## config.mk

```make
export PLATFORM = sky130hd
export DESIGN_NAME = polyline_length_and_area_core
export DESIGN_NICKNAME = d
export VERILOG_FILES = /design/src/rtl/core/plla_pkg.sv /design/src/rtl/core/polyline_length_and_area_core.sv /design/src/rtl/core/plla_isqrt.sv
export SDC_FILE = /design/constraint.sdc
export NUM_CORES = 2
export LEC_CHECK = 0
export BUFFER_PORTS_ARGS = -buffer_cell sky130_fd_sc_hd__clkbuf_2
export CELL_PAD_IN_SITES_DETAIL_PLACEMENT = 1
export CELL_PAD_IN_SITES_GLOBAL_PLACEMENT = 2
export CORE_AREA = 4 4 513 363
export DETAILED_ROUTE_END_ITERATION = 10
export DIE_AREA = 0 0 517 367
export PLACE_DENSITY = 0.86
export SETUP_SLACK_MARGIN = 0.02
export SLEW_MARGIN = 20
export SYNTH_ARGS = -nofsm -noshare
export SYNTH_HDL_FRONTEND = slang
export SYNTH_SLANG_ARGS = --single-unit
```

## constraint.sdc

```tcl
create_clock -name clk_i -period 24.7 [get_ports clk_i]
set_input_delay 1.235 -clock clk_i [delete_from_list [all_inputs] [get_ports clk_i]]
set_output_delay 1.235 -clock clk_i [all_outputs]
set_load 0.1 [all_outputs]
```

## src/rtl/core/plla_pkg.sv

```systemverilog
// ----------------------------------------------------------------------------
// plla_pkg: shared types and constants
// Field widths, sequencer states and root unit sizes for the polyline core.
// ----------------------------------------------------------------------------
`default_nettype none

package plla_pkg;

  localparam int unsigned COORD_W = 32;  // vertex coordinate field
  localparam int unsigned LEN_W   = 48;  // unsigned Q32.16 length sum
  localparam int unsigned AREA_W  = 64;  // signed Q47.16 area sum
  localparam int unsigned PROD_W  = 2 * COORD_W;
  localparam int unsigned RAD_W   = PROD_W + 2;   // sum of squares, pair aligned
  localparam int unsigned ROOT_W  = RAD_W / 2;    // one root bit per pair
  localparam int unsigned REM_W   = ROOT_W + 3;
  localparam int unsigned CNT_W   = $clog2(ROOT_W);

  typedef enum logic [2:0] {
    ST_IDLE,
    ST_DIFF,
    ST_MUL_X,
    ST_MUL_Y,
    ST_MUL_A,
    ST_ROOT_GO,
    ST_ROOT_WAIT,
    ST_COMMIT
  } plla_state_e;

endpackage

`default_nettype wire

```

## src/rtl/core/polyline_length_and_area_core.sv

```systemverilog
// Path: a polyline opener goes from ST_DIFF to ST_COMMIT; any other vertex goes through the
// multiply states, ST_ROOT_GO and ST_ROOT_WAIT (33 root iterations), then ST_COMMIT.
// A vertex is taken only when the last one is done; the bit-pair root loop is the longest step;
// in_stall_o is high while a vertex is in work, low again once its beat is posted.
// Reset (rst_ni, async, active low): sums, flag and previous vertex clear,
// the next vertex is treated as the first of a polyline.
// ----------------------------------------------------------------------------
// polyline_length_and_area_core: running polyline length and shoelace area
// One shared 33x33 multiplier and an iterative square root under a sequencer.
// ----------------------------------------------------------------------------
`default_nettype none

module polyline_length_and_area_core #(
  parameter int unsigned COORD_BITS = 32,
  parameter int unsigned FRAC_BITS  = 16
) (
  input  wire logic                              clk_i,
  input  wire logic                              rst_ni,
  // vertex channel
  input  wire logic                              in_valid_i,
  output logic                                   in_stall_o,
  input  wire logic signed [plla_pkg::COORD_W-1:0] x_coord_i,
  input  wire logic signed [plla_pkg::COORD_W-1:0] y_coord_i,
  input  wire logic                              first_point_i,
  // result channel
  output logic                                   out_valid_o,
  input  wire logic                              out_stall_i,
  output logic [plla_pkg::LEN_W-1:0]             length_sum_o,
  output logic signed [plla_pkg::AREA_W-1:0]     area_sum_o,
  output logic                                   saturated_o
);
  import plla_pkg::*;

  // coordinates are taken as COORD_BITS-bit two's complement, capped at the field
  localparam int unsigned CW         = (COORD_BITS < COORD_W) ? COORD_BITS : COORD_W;
  localparam int unsigned EXT_SHIFT  = COORD_W - CW;
  localparam int unsigned AREA_SHIFT = FRAC_BITS + 1;
  localparam logic [PROD_W:0] ROUND_MASK = (PROD_W+1)'((65'd1 << AREA_SHIFT) - 65'd1);
  localparam logic [LEN_W-1:0]  LEN_MAX  = '1;
  localparam logic [AREA_W-1:0] AREA_MAX = {1'b0, {(AREA_W-1){1'b1}}};
  localparam logic [AREA_W-1:0] AREA_MIN = {1'b1, {(AREA_W-1){1'b0}}};

  plla_state_e state_q, state_d;

  // input capture, sign extended to the field width
  logic [COORD_W-1:0] x_shl, y_shl;
  logic [COORD_W-1:0] x_ext, y_ext;
  logic [COORD_W-1:0] x_q, y_q;
  logic               first_q;

  // previous vertex and running sums
  logic [COORD_W-1:0] px_q, py_q;
  logic               have_prev_q;
  logic [LEN_W-1:0]   len_acc_q;
  logic [AREA_W-1:0]  area_acc_q;
  logic               sat_q;
  logic               out_valid_q;

  // datapath
  logic [COORD_W:0]   dx, dy, sx;
  logic [COORD_W-1:0] ax_q, ay_q;
  logic [COORD_W:0]   asx_q;
  logic               area_neg_q;
  logic [COORD_W:0]   op_a, op_b;
  logic [PROD_W-1:0]  prod_q, qx_q;
  logic [RAD_W-1:0]   rad_q;
  logic [PROD_W:0]    m_rnd;
  logic [AREA_W-1:0]  tmag_q;
  logic               tneg_q;
  logic [AREA_W-1:0]  term_q;

  // iterative square root unit
  logic               root_start;
  logic               root_done;
  logic [ROOT_W-1:0]  root;

  // commit-time sums
  logic [LEN_W:0]     len_sum;
  logic [AREA_W-1:0]  area_sum;
  logic               area_ovf;
  logic               out_free;
  logic               restart;

  assign x_shl = x_coord_i << EXT_SHIFT;
  assign y_shl = y_coord_i << EXT_SHIFT;
  assign x_ext = COORD_W'($signed(x_shl) >>> EXT_SHIFT);
  assign y_ext = COORD_W'($signed(y_shl) >>> EXT_SHIFT);

  assign dx = {x_q[COORD_W-1], x_q} - {px_q[COORD_W-1], px_q};
  assign dy = {y_q[COORD_W-1], y_q} - {py_q[COORD_W-1], py_q};
  assign sx = {x_q[COORD_W-1], x_q} + {px_q[COORD_W-1], px_q};

  // floor toward minus infinity: a negative term rounds its magnitude up
  assign m_rnd = {1'b0, prod_q} + ROUND_MASK;

  assign out_free = !out_valid_q || !out_stall_i;
  assign restart  = first_q || !have_prev_q;

  // saturating accumulate, only looked at in ST_COMMIT
  assign len_sum  = {1'b0, len_acc_q} + (LEN_W+1)'(root);
  assign area_sum = area_acc_q + term_q;
  assign area_ovf = (area_acc_q[AREA_W-1] == term_q[AREA_W-1]) &&
                    (area_sum[AREA_W-1] != area_acc_q[AREA_W-1]);

  plla_isqrt u_isqrt (
    .clk_i   (clk_i),
    .rst_ni  (rst_ni),
    .start_i (root_start),
    .rad_i   (rad_q),
    .done_o  (root_done),
    .root_o  (root)
  );

  // sequencer: next state
  always_comb begin
    state_d = state_q;
    unique case (state_q)
      ST_IDLE:      if (in_valid_i) state_d = ST_DIFF;
      ST_DIFF:      state_d = restart ? ST_COMMIT : ST_MUL_X;
      ST_MUL_X:     state_d = ST_MUL_Y;
      ST_MUL_Y:     state_d = ST_MUL_A;
      ST_MUL_A:     state_d = ST_ROOT_GO;
      ST_ROOT_GO:   state_d = ST_ROOT_WAIT;
      ST_ROOT_WAIT: if (root_done) state_d = ST_COMMIT;
      ST_COMMIT:    if (out_free) state_d = ST_IDLE;
      default:      state_d = ST_IDLE;
    endcase
  end

  // sequencer: outputs and multiplier operand select
  always_comb begin
    in_stall_o = 1'b1;
    root_start = 1'b0;
    op_a       = {1'b0, ax_q};
    op_b       = {1'b0, ax_q};
    unique case (state_q)
      ST_IDLE:    in_stall_o = 1'b0;
      ST_MUL_Y: begin
        op_a = {1'b0, ay_q};
        op_b = {1'b0, ay_q};
      end
      ST_MUL_A: begin
        op_a = {1'b0, ay_q};
        op_b = asx_q;
      end
      ST_ROOT_GO: root_start = 1'b1;
      default: ;
    endcase
  end

  always_ff @(posedge clk_i or negedge rst_ni) begin
    if (!rst_ni) begin
      state_q     <= ST_IDLE;
      out_valid_q <= 1'b0;
      have_prev_q <= 1'b0;
      px_q        <= '0;
      py_q        <= '0;
      len_acc_q   <= '0;
      area_acc_q  <= '0;
      sat_q       <= 1'b0;
    end else begin
      state_q <= state_d;
      if (state_q == ST_COMMIT && out_free) begin
        out_valid_q <= 1'b1;
        have_prev_q <= 1'b1;
        px_q        <= x_q;
        py_q        <= y_q;
        if (restart) begin
          len_acc_q  <= '0;
          area_acc_q <= '0;
          sat_q      <= 1'b0;
        end else begin
          // length sticks at full scale
          len_acc_q <= len_sum[LEN_W] ? LEN_MAX : len_sum[LEN_W-1:0];
          // area clamps toward the side it overflowed on
          if (area_ovf) begin
            area_acc_q <= area_acc_q[AREA_W-1] ? AREA_MIN : AREA_MAX;
          end else begin
            area_acc_q <= area_sum;
          end
          if (len_sum[LEN_W] || area_ovf) sat_q <= 1'b1;
        end
      end else if (out_valid_q && !out_stall_i) begin
        out_valid_q <= 1'b0;
      end
    end
  end

  // payload and datapath registers
  always_ff @(posedge clk_i) begin
    if (state_q == ST_IDLE && in_valid_i) begin
      x_q     <= x_ext;
      y_q     <= y_ext;
      first_q <= first_point_i;
    end
    if (state_q == ST_DIFF) begin
      // |dx|, |dy| < 2^32; |x + x_prev| reaches 2^32 when both sit at the negative limit
      ax_q       <= dx[COORD_W] ? COORD_W'(-dx) : dx[COORD_W-1:0];
      ay_q       <= dy[COORD_W] ? COORD_W'(-dy) : dy[COORD_W-1:0];
      asx_q      <= sx[COORD_W] ? -sx : sx;
      area_neg_q <= dy[COORD_W] ^ sx[COORD_W];
    end
    if (state_q == ST_MUL_X || state_q == ST_MUL_Y || state_q == ST_MUL_A) begin
      prod_q <= {{(COORD_W-1){1'b0}}, op_a} * {{(COORD_W-1){1'b0}}, op_b};
    end
    if (state_q == ST_MUL_Y) qx_q <= prod_q;
    if (state_q == ST_MUL_A) rad_q <= {1'b0, {1'b0, qx_q} + {1'b0, prod_q}};
    if (state_q == ST_ROOT_GO) begin
      tneg_q <= area_neg_q && (prod_q != '0);
      tmag_q <= area_neg_q ? AREA_W'(m_rnd >> AREA_SHIFT)
                           : AREA_W'(prod_q >> AREA_SHIFT);
    end
    if (state_q == ST_ROOT_WAIT) begin
      term_q <= tneg_q ? (~tmag_q + AREA_W'(1)) : tmag_q;
    end
  end

  // sums only change at commit, when the result register is free
  assign out_valid_o  = out_valid_q;
  assign length_sum_o = len_acc_q;
  assign area_sum_o   = area_acc_q;
  assign saturated_o  = sat_q;

endmodule

`default_nettype wire

```

## src/rtl/core/plla_isqrt.sv

```systemverilog
// ----------------------------------------------------------------------------
// plla_isqrt: iterative integer square root
// Restoring digit-by-digit root, one radicand bit pair per cycle.
// ----------------------------------------------------------------------------
`default_nettype none

module plla_isqrt (
  input  wire logic                       clk_i,
  input  wire logic                       rst_ni,
  input  wire logic                       start_i,
  input  wire logic [plla_pkg::RAD_W-1:0] rad_i,
  output logic                            done_o,
  output logic [plla_pkg::ROOT_W-1:0]     root_o
);
  import plla_pkg::*;

  logic [RAD_W-1:0]  rad_q, rad_d;
  logic [REM_W-1:0]  rem_q, rem_d;
  logic [ROOT_W-1:0] root_q, root_d;
  logic [CNT_W-1:0]  cnt_q, cnt_d;
  logic              busy_q, busy_d;
  logic              done_q, done_d;

  logic [REM_W-1:0]  rem_sh;
  logic [REM_W-1:0]  trial;

  // shift in the next pair, try subtracting 4*root+1
  assign rem_sh = {rem_q[REM_W-3:0], rad_q[RAD_W-1 -: 2]};
  assign trial  = {1'b0, root_q, 2'b01};

  always_comb begin
    rad_d  = rad_q;
    rem_d  = rem_q;
    root_d = root_q;
    cnt_d  = cnt_q;
    busy_d = busy_q;
    done_d = 1'b0;
    if (start_i) begin
      rad_d  = rad_i;
      rem_d  = '0;
      root_d = '0;
      cnt_d  = CNT_W'(ROOT_W - 1);
      busy_d = 1'b1;
    end else if (busy_q) begin
      rad_d = {rad_q[RAD_W-3:0], 2'b00};
      if (rem_sh >= trial) begin
        rem_d  = rem_sh - trial;
        root_d = {root_q[ROOT_W-2:0], 1'b1};
      end else begin
        rem_d  = rem_sh;
        root_d = {root_q[ROOT_W-2:0], 1'b0};
      end
      cnt_d = cnt_q - CNT_W'(1);
      if (cnt_q == '0) begin
        busy_d = 1'b0;
        done_d = 1'b1;
      end
    end
  end

  always_ff @(posedge clk_i or negedge rst_ni) begin
    if (!rst_ni) begin
      busy_q <= 1'b0;
      done_q <= 1'b0;
      cnt_q  <= '0;
    end else begin
      busy_q <= busy_d;
      done_q <= done_d;
      cnt_q  <= cnt_d;
    end
  end

  always_ff @(posedge clk_i) begin
    rad_q  <= rad_d;
    rem_q  <= rem_d;
    root_q <= root_d;
  end

  assign done_o = done_q;
  assign root_o = root_q;

endmodule

`default_nettype wire
```

## Word-level counts from Yosys, hierarchy flattened

Index checks and enable logic that the tools add are counted.

- $add $sub $neg: 13
- $mul: 1
- $lt $le $gt $ge: 1
- Eq/ne operators: 12
- Mux-type cells: 35
- Bitwise gates (word level): 2
- Reductions and logical operators: 22

Operators with widths:

| operator | count |
|---|---|
| $mux W64 | 4 |
| $mux W32 | 4 |
| $mux W48 | 2 |
| $mux W66 | 1 |
| $pmux W33 S2 | 1 |
| $sub A32 B32 Y33 | 2 |
| $add A64 B17 Y65 const B | 1 |
| $add A64 B64 Y65 | 1 |
| $mux W65 | 1 |
| $add A64 B1 Y64 const B | 1 |
| $add A64 B64 Y64 | 1 |
| $mul A33 B33 Y64 | 1 |
| $neg A32 Y32 | 2 |
| $not A64 Y64 | 1 |
| $reduce_bool A64 Y1 | 1 |
| $add A48 B33 Y49 | 1 |
| $mux W47 | 1 |
| $ge A36 B35 Y1 | 1 |
| $mux W34 | 1 |
| $sub A34 B34 Y34 | 1 |
| $add A32 B32 Y33 | 1 |
| $neg A33 Y33 | 1 |
| $pmux W3 S8 | 1 |
| $mux W1 | 13 |
| other kinds (20) | 41 |

- Bits in registers: 808
- Bits of input ports: 69
- Output and inout bits: 115
- Logic and storage cells: 116

## Longest topological paths before layout

- Depth after elaboration: 6
- Depth in mapped cells: 38
- Depth with buffers taken out: 34

## By module

Synthesis repeated with hierarchy kept, for this count alone.

- Cell total of the unflattened synthesis: 8634
- Area total of the unflattened synthesis: 81301.7 µm²

By module, submodules not included:

| module | instances | cells an instance | area each (µm²) | sequential area each (µm²) |
|---|---|---|---|---|
| polyline_length_and_area_core | 1 | 7839 | 73435.4 | 18607.8 |
| plla_isqrt | 1 | 795 | 7866.3 | 3523.4 |

## Least setup slack after synthesis

OpenSTA, ideal clock, no wires.

- Path type: reg2reg
- From: reg state_q[0]
- To: reg prod_q[63], data pin
- Library setup time: 0.260 ns
- Arrival: 10.723 ns
- Required time: 24.440 ns
- Slack: 13.717 ns
- Cell stages (with the launch flop): 35
- Buffers on the path: 3
- Period minus slack after synthesis: 10.983 ns
- Cell sequence: dfrtp_1 -> ha_1 -> nand2b_1 -> clkbuf_1 -> inv_2 -> buf_1 -> mux2i_1 -> o21a_1 -> clkbuf_1 -> nor2_1 -> fa_1 -> fa_1 -> fa_1 -> inv_1 -> fa_1 -> inv_1 -> fa_1 -> inv_1 -> fa_1 -> inv_1 -> fa_1 -> fa_1 -> ha_1 -> a21o_1 -> a21o_1 -> a21oi_1 -> nor4_1 -> o22a_1 -> o211ai_1 -> o31ai_1 -> a41o_1 -> a31o_2 -> a221oi_1 -> o21ai_0 -> xnor2_1

- Cells in the longest elaborated chain, start to end: 4
- Elaborated cells on any way between the ends: 6
- Classes of those cells: mul (1); eq/ne (2); mux (2); reduce/logical (1)

Ends and longest elaborated chain:

| what | RTL line | RTL |
|---|---|---|
| from (decl) | polyline_length_and_area_core.sv:43 | `plla_state_e state_q, state_d;` |
| from (signal assigned) | polyline_length_and_area_core.sv:162 | `state_q <= state_d;` |
| $eq A3 B2 Y1 / $eq A3 B3 Y1 (equally long branches) | polyline_length_and_area_core.sv:136 | `unique case (state_q)` |
| $reduce_or A2 Y1 (no line) | n/a |  |
| $mux W32 | polyline_length_and_area_core.sv:136 |  |
| $mul A33 B33 Y64 (*) | polyline_length_and_area_core.sv:204 | `prod_q <= {{(COORD_W-1){1'b0}}, op_a} * {{(COORD_W-1){1'b0}}, op_b};` |
| to (signal assigned) | polyline_length_and_area_core.sv:204 |  |
| to (decl) | polyline_length_and_area_core.sv:65 | `logic [PROD_W-1:0] prod_q, qx_q;` |

Mark *: on every way between the ends. The rest lies on a longest branch, timed or not.
A chain may end at the register's enable or synchronous reset.

## Final worst setup path

- From: reg state_q[2]
- To: reg prod_q[56], data pin

The elaborated chain is that of the path after synthesis.

==> run metrics <==
flops & latches, synth=791; Mapped Cells=8780; DP HPWL=219 mm; Final #Nets=10400; worst slew pin tran=1.24 ns; PostCTS Resize Cnt=0; worst r2r dst=prod_q[56]; Setup CP Type=register to register; share of post-route cells with drive strength above 1=6.26%; result of the run=completed; period utilization=48.7%; I/O Buffers=183; Setup crit end kind=register; met2 Usage GRT=45.8%; Post-Syn Area=81000 um^2; largest net degree at the start of global routing=98; Final Hold Viols=0; final instance area=87900 um^2; initial antenna violation count=8; Worst Setup Start Kind=register; Final TNS setup=0 ns; Main synth FF type=edfxtp_1; CP required=25.14 ns; Die Height=367 um; Final Setup Violations=0; Root Buffer=clkbuf_16; Setup Skew=0.0616 ns; Clk pin slew, worst setup/hold paths=0.06 ns; Clock Path Buffers=3; Avg Cell Area, Syn=9.23 um^2; # fillers=20800; most frequent cells in the layout=nand2_1 (1345), inv_1 (1136), fa_1 (931); number of placement rows=131; number of flops mapped to enable cells by yosys=534; most common cell after layout, fill and taps aside=nand2_1; area grow syn2layout=8.46%; xor and xnor fraction of the mapped netlist area=5.44%; R2R cell count=30; distinct cell type count of the synthesized netlist=95; Worst path most repeated cell=fa_1; DR vias=65500; Post-Synth Simple-Gate Area=14.7%; Seq/Total Area, Yosys=27.3%; Routed WL per cell=25.5 um; CP max FO=50; CTS buffer count=88; busiest grt layer=met2; routed wire length=287 mm; unrepaired setup endpoints after global routing=no; hold buffer count at cts=0; yosys warns=0; M3 GR Usage=7.62%; Starting Density=44.7%; CTS Sinks=791; Clock Latency Late Sink=0.72 ns; max_cap viols=0; CTS tree=built; net count after synthesis=10300; Worst EP arrival=12.48 ns; vias in the first global route=69900; 1st-pass router iterations=6; compound-gate portion of the synthesized area=12.2%; remaining global-route overflow=0; CP peak stage delay=0.79 ns; Slew Viols, Final=0; mean number of vias per cell=5.81; Worst R2R Setup Slack=12.66 ns; GP Congestion=1.03; Worst R2R Start=state_q[2]; # DRC=0; GR Util All Layers=30.2%; Slowest-stage cell, CP=dfrtp_1; mux contribution to synthesized area=1.63%; htree depth=3; Routed Antenna Nets=0; Initial DRC Count=5569; Slew HR=17.4%; routing usage on met1=41.8%; post-place setup slack=12.85 ns; largest family of logic cells by synthesized area=adder cells; first-pass GRT wire length=439 mm; Placement Cell Area=84700 um^2; final worst slack=12.66 ns; die width=517 um; asr flop ratio synth=24.0%; post-synthesis adder-cell area fraction=31.6%; fin util=48.5%; minimum clock period=12.04 ns; Highest Clock Rate=83.1 MHz; core area=181000 um^2; Die ar.=190000 um^2; Hold Path Class=input pin to asynchronous set/reset pin; # Post-CTS Setup Buffers=0; I/O Pins=184
==> worst max-delay path by stage <==
stage | endpoint | depth (start not counted) | start | slack (ns)
2_1_floorplan | prod_q[63] | 34 | state_q[0] | 13.72
3_3_place_gp | prod_q[60] | 31 | state_q[2] | 13.17
3_5_place_dp | prod_q[56] | 30 | state_q[2] | 12.85
4_1_cts | prod_q[56] | 30 | state_q[2] | 12.84
5_1_grt | prod_q[56] | 30 | state_q[2] | 12.15
6_report | prod_q[56] | 30 | state_q[2] | 12.66
==> registers in the layout (all words and copies together), names as in the netlist, 3 cells and up <==
name	count
area_sum_o	64
asx_q	32
ax_q	32
ay_q	32
length_sum_o	48
prod_q	64
px_q	32
py_q	32
qx_q	64
rad_q	65
state_q	3
term_q	64
tmag_q	48
u_isqrt.cnt_q	6
u_isqrt.rad_q	66
u_isqrt.rem_q	34
u_isqrt.root_o	33
x_q	32
y_q	32
==> area by class of cell <==
class	instances	area (um^2)	area share, %
Tap cell	2394	3000	3.41
Timing Repair Buffer	308	1880	2.14
Multi-Input combinational cell	6471	53400	60.7
Inverter	1140	4290	4.88
Antenna cell	3	7.51	0.00854
Sequential cell	791	22100	25.2
Clock inverter	52	771	0.877
Clock buffer	113	2420	2.75
==> synth_stat cells (12+ instances only) <==
master     instances  area, um^2
o2111ai_1         13         114
o21bai_1          50         375
nand2_1         1353        5080
nand2b_1          56         350
o21ai_0          455        2280
o21ai_1           23         115
nor4_1            40         250
dfrtp_1          190        4750
xor2_1           153        1340
a221o_1           16         160
dfxtp_1           67        1340
nor2b_1           55         344
nand4_1           54         338
a221oi_1          18         158
nor3_1            95         475
and2_1            27         169
or2_2             20         125
clkbuf_1         337        1260
a211oi_1          45         338
nor2_1           805        3020
ha_1             559        6990
a31oi_1           68         425
nand3_1           99         495
mux2i_1          125        1250
a21oi_1          396        1980
and3_1            68         425
inv_1           1138        4270
o21a_1            74         556
or3_1             35         219
xnor2_1          350        3070
nand3b_1          12        90.1
o31ai_1           43         323
a21o_1           199        1490
o211ai_1          26         195
fa_1             931       18600
a211o_1           15         131
buf_1             23        86.3
and4_1            14         123
edfxtp_1         534       16000
==> critical path: cells and delay by family, from the launching register on <==
kind	cells	cell delay, ns
AND/OR/NAND/NOR	8	2.19
buffers and inverters	4	1.80
XOR/XNOR	1	0.16
AO/OA/AOI/OAI	8	2.16
flip-flops	1	0.79
adder cells (fa/ha/maj)	9	4.59
==> per-layer routing <==
metal	vias up	routed length, um	share of wire, %
li1	29000	-	-
met1	33500	123000	43
met2	2463	124000	43
met3	600	26200	9.1
met4	2	13000	4.5
met5	-	9	0.0031
==> cell families (layout without fill, tap and decap cells) <==
kind of cell,count (synthesis),in the layout
XOR/XNOR,503,503
adder cells (fa/ha/maj),1490,1490
AND/OR/NAND/NOR,2771,2771
other,0,3
AO/OA/AOI/OAI,1576,1576
buffers and inverters,1518,1613
flip-flops,791,791
multiplexers,131,131
==> metrics by stage <==
step | hold slack, ns | instances
floorplan | 0.448 | 8780
global placement | 0.471 | 11100
detailed placement | 0.475 | 11100
CTS | 0.463 | 11300
global route | 0.497 | 11300
finish | 0.475 | 11300
Power is not shown: default switching activity piles up to over one toggle a cycle in this logic, so the estimate is an artifact.
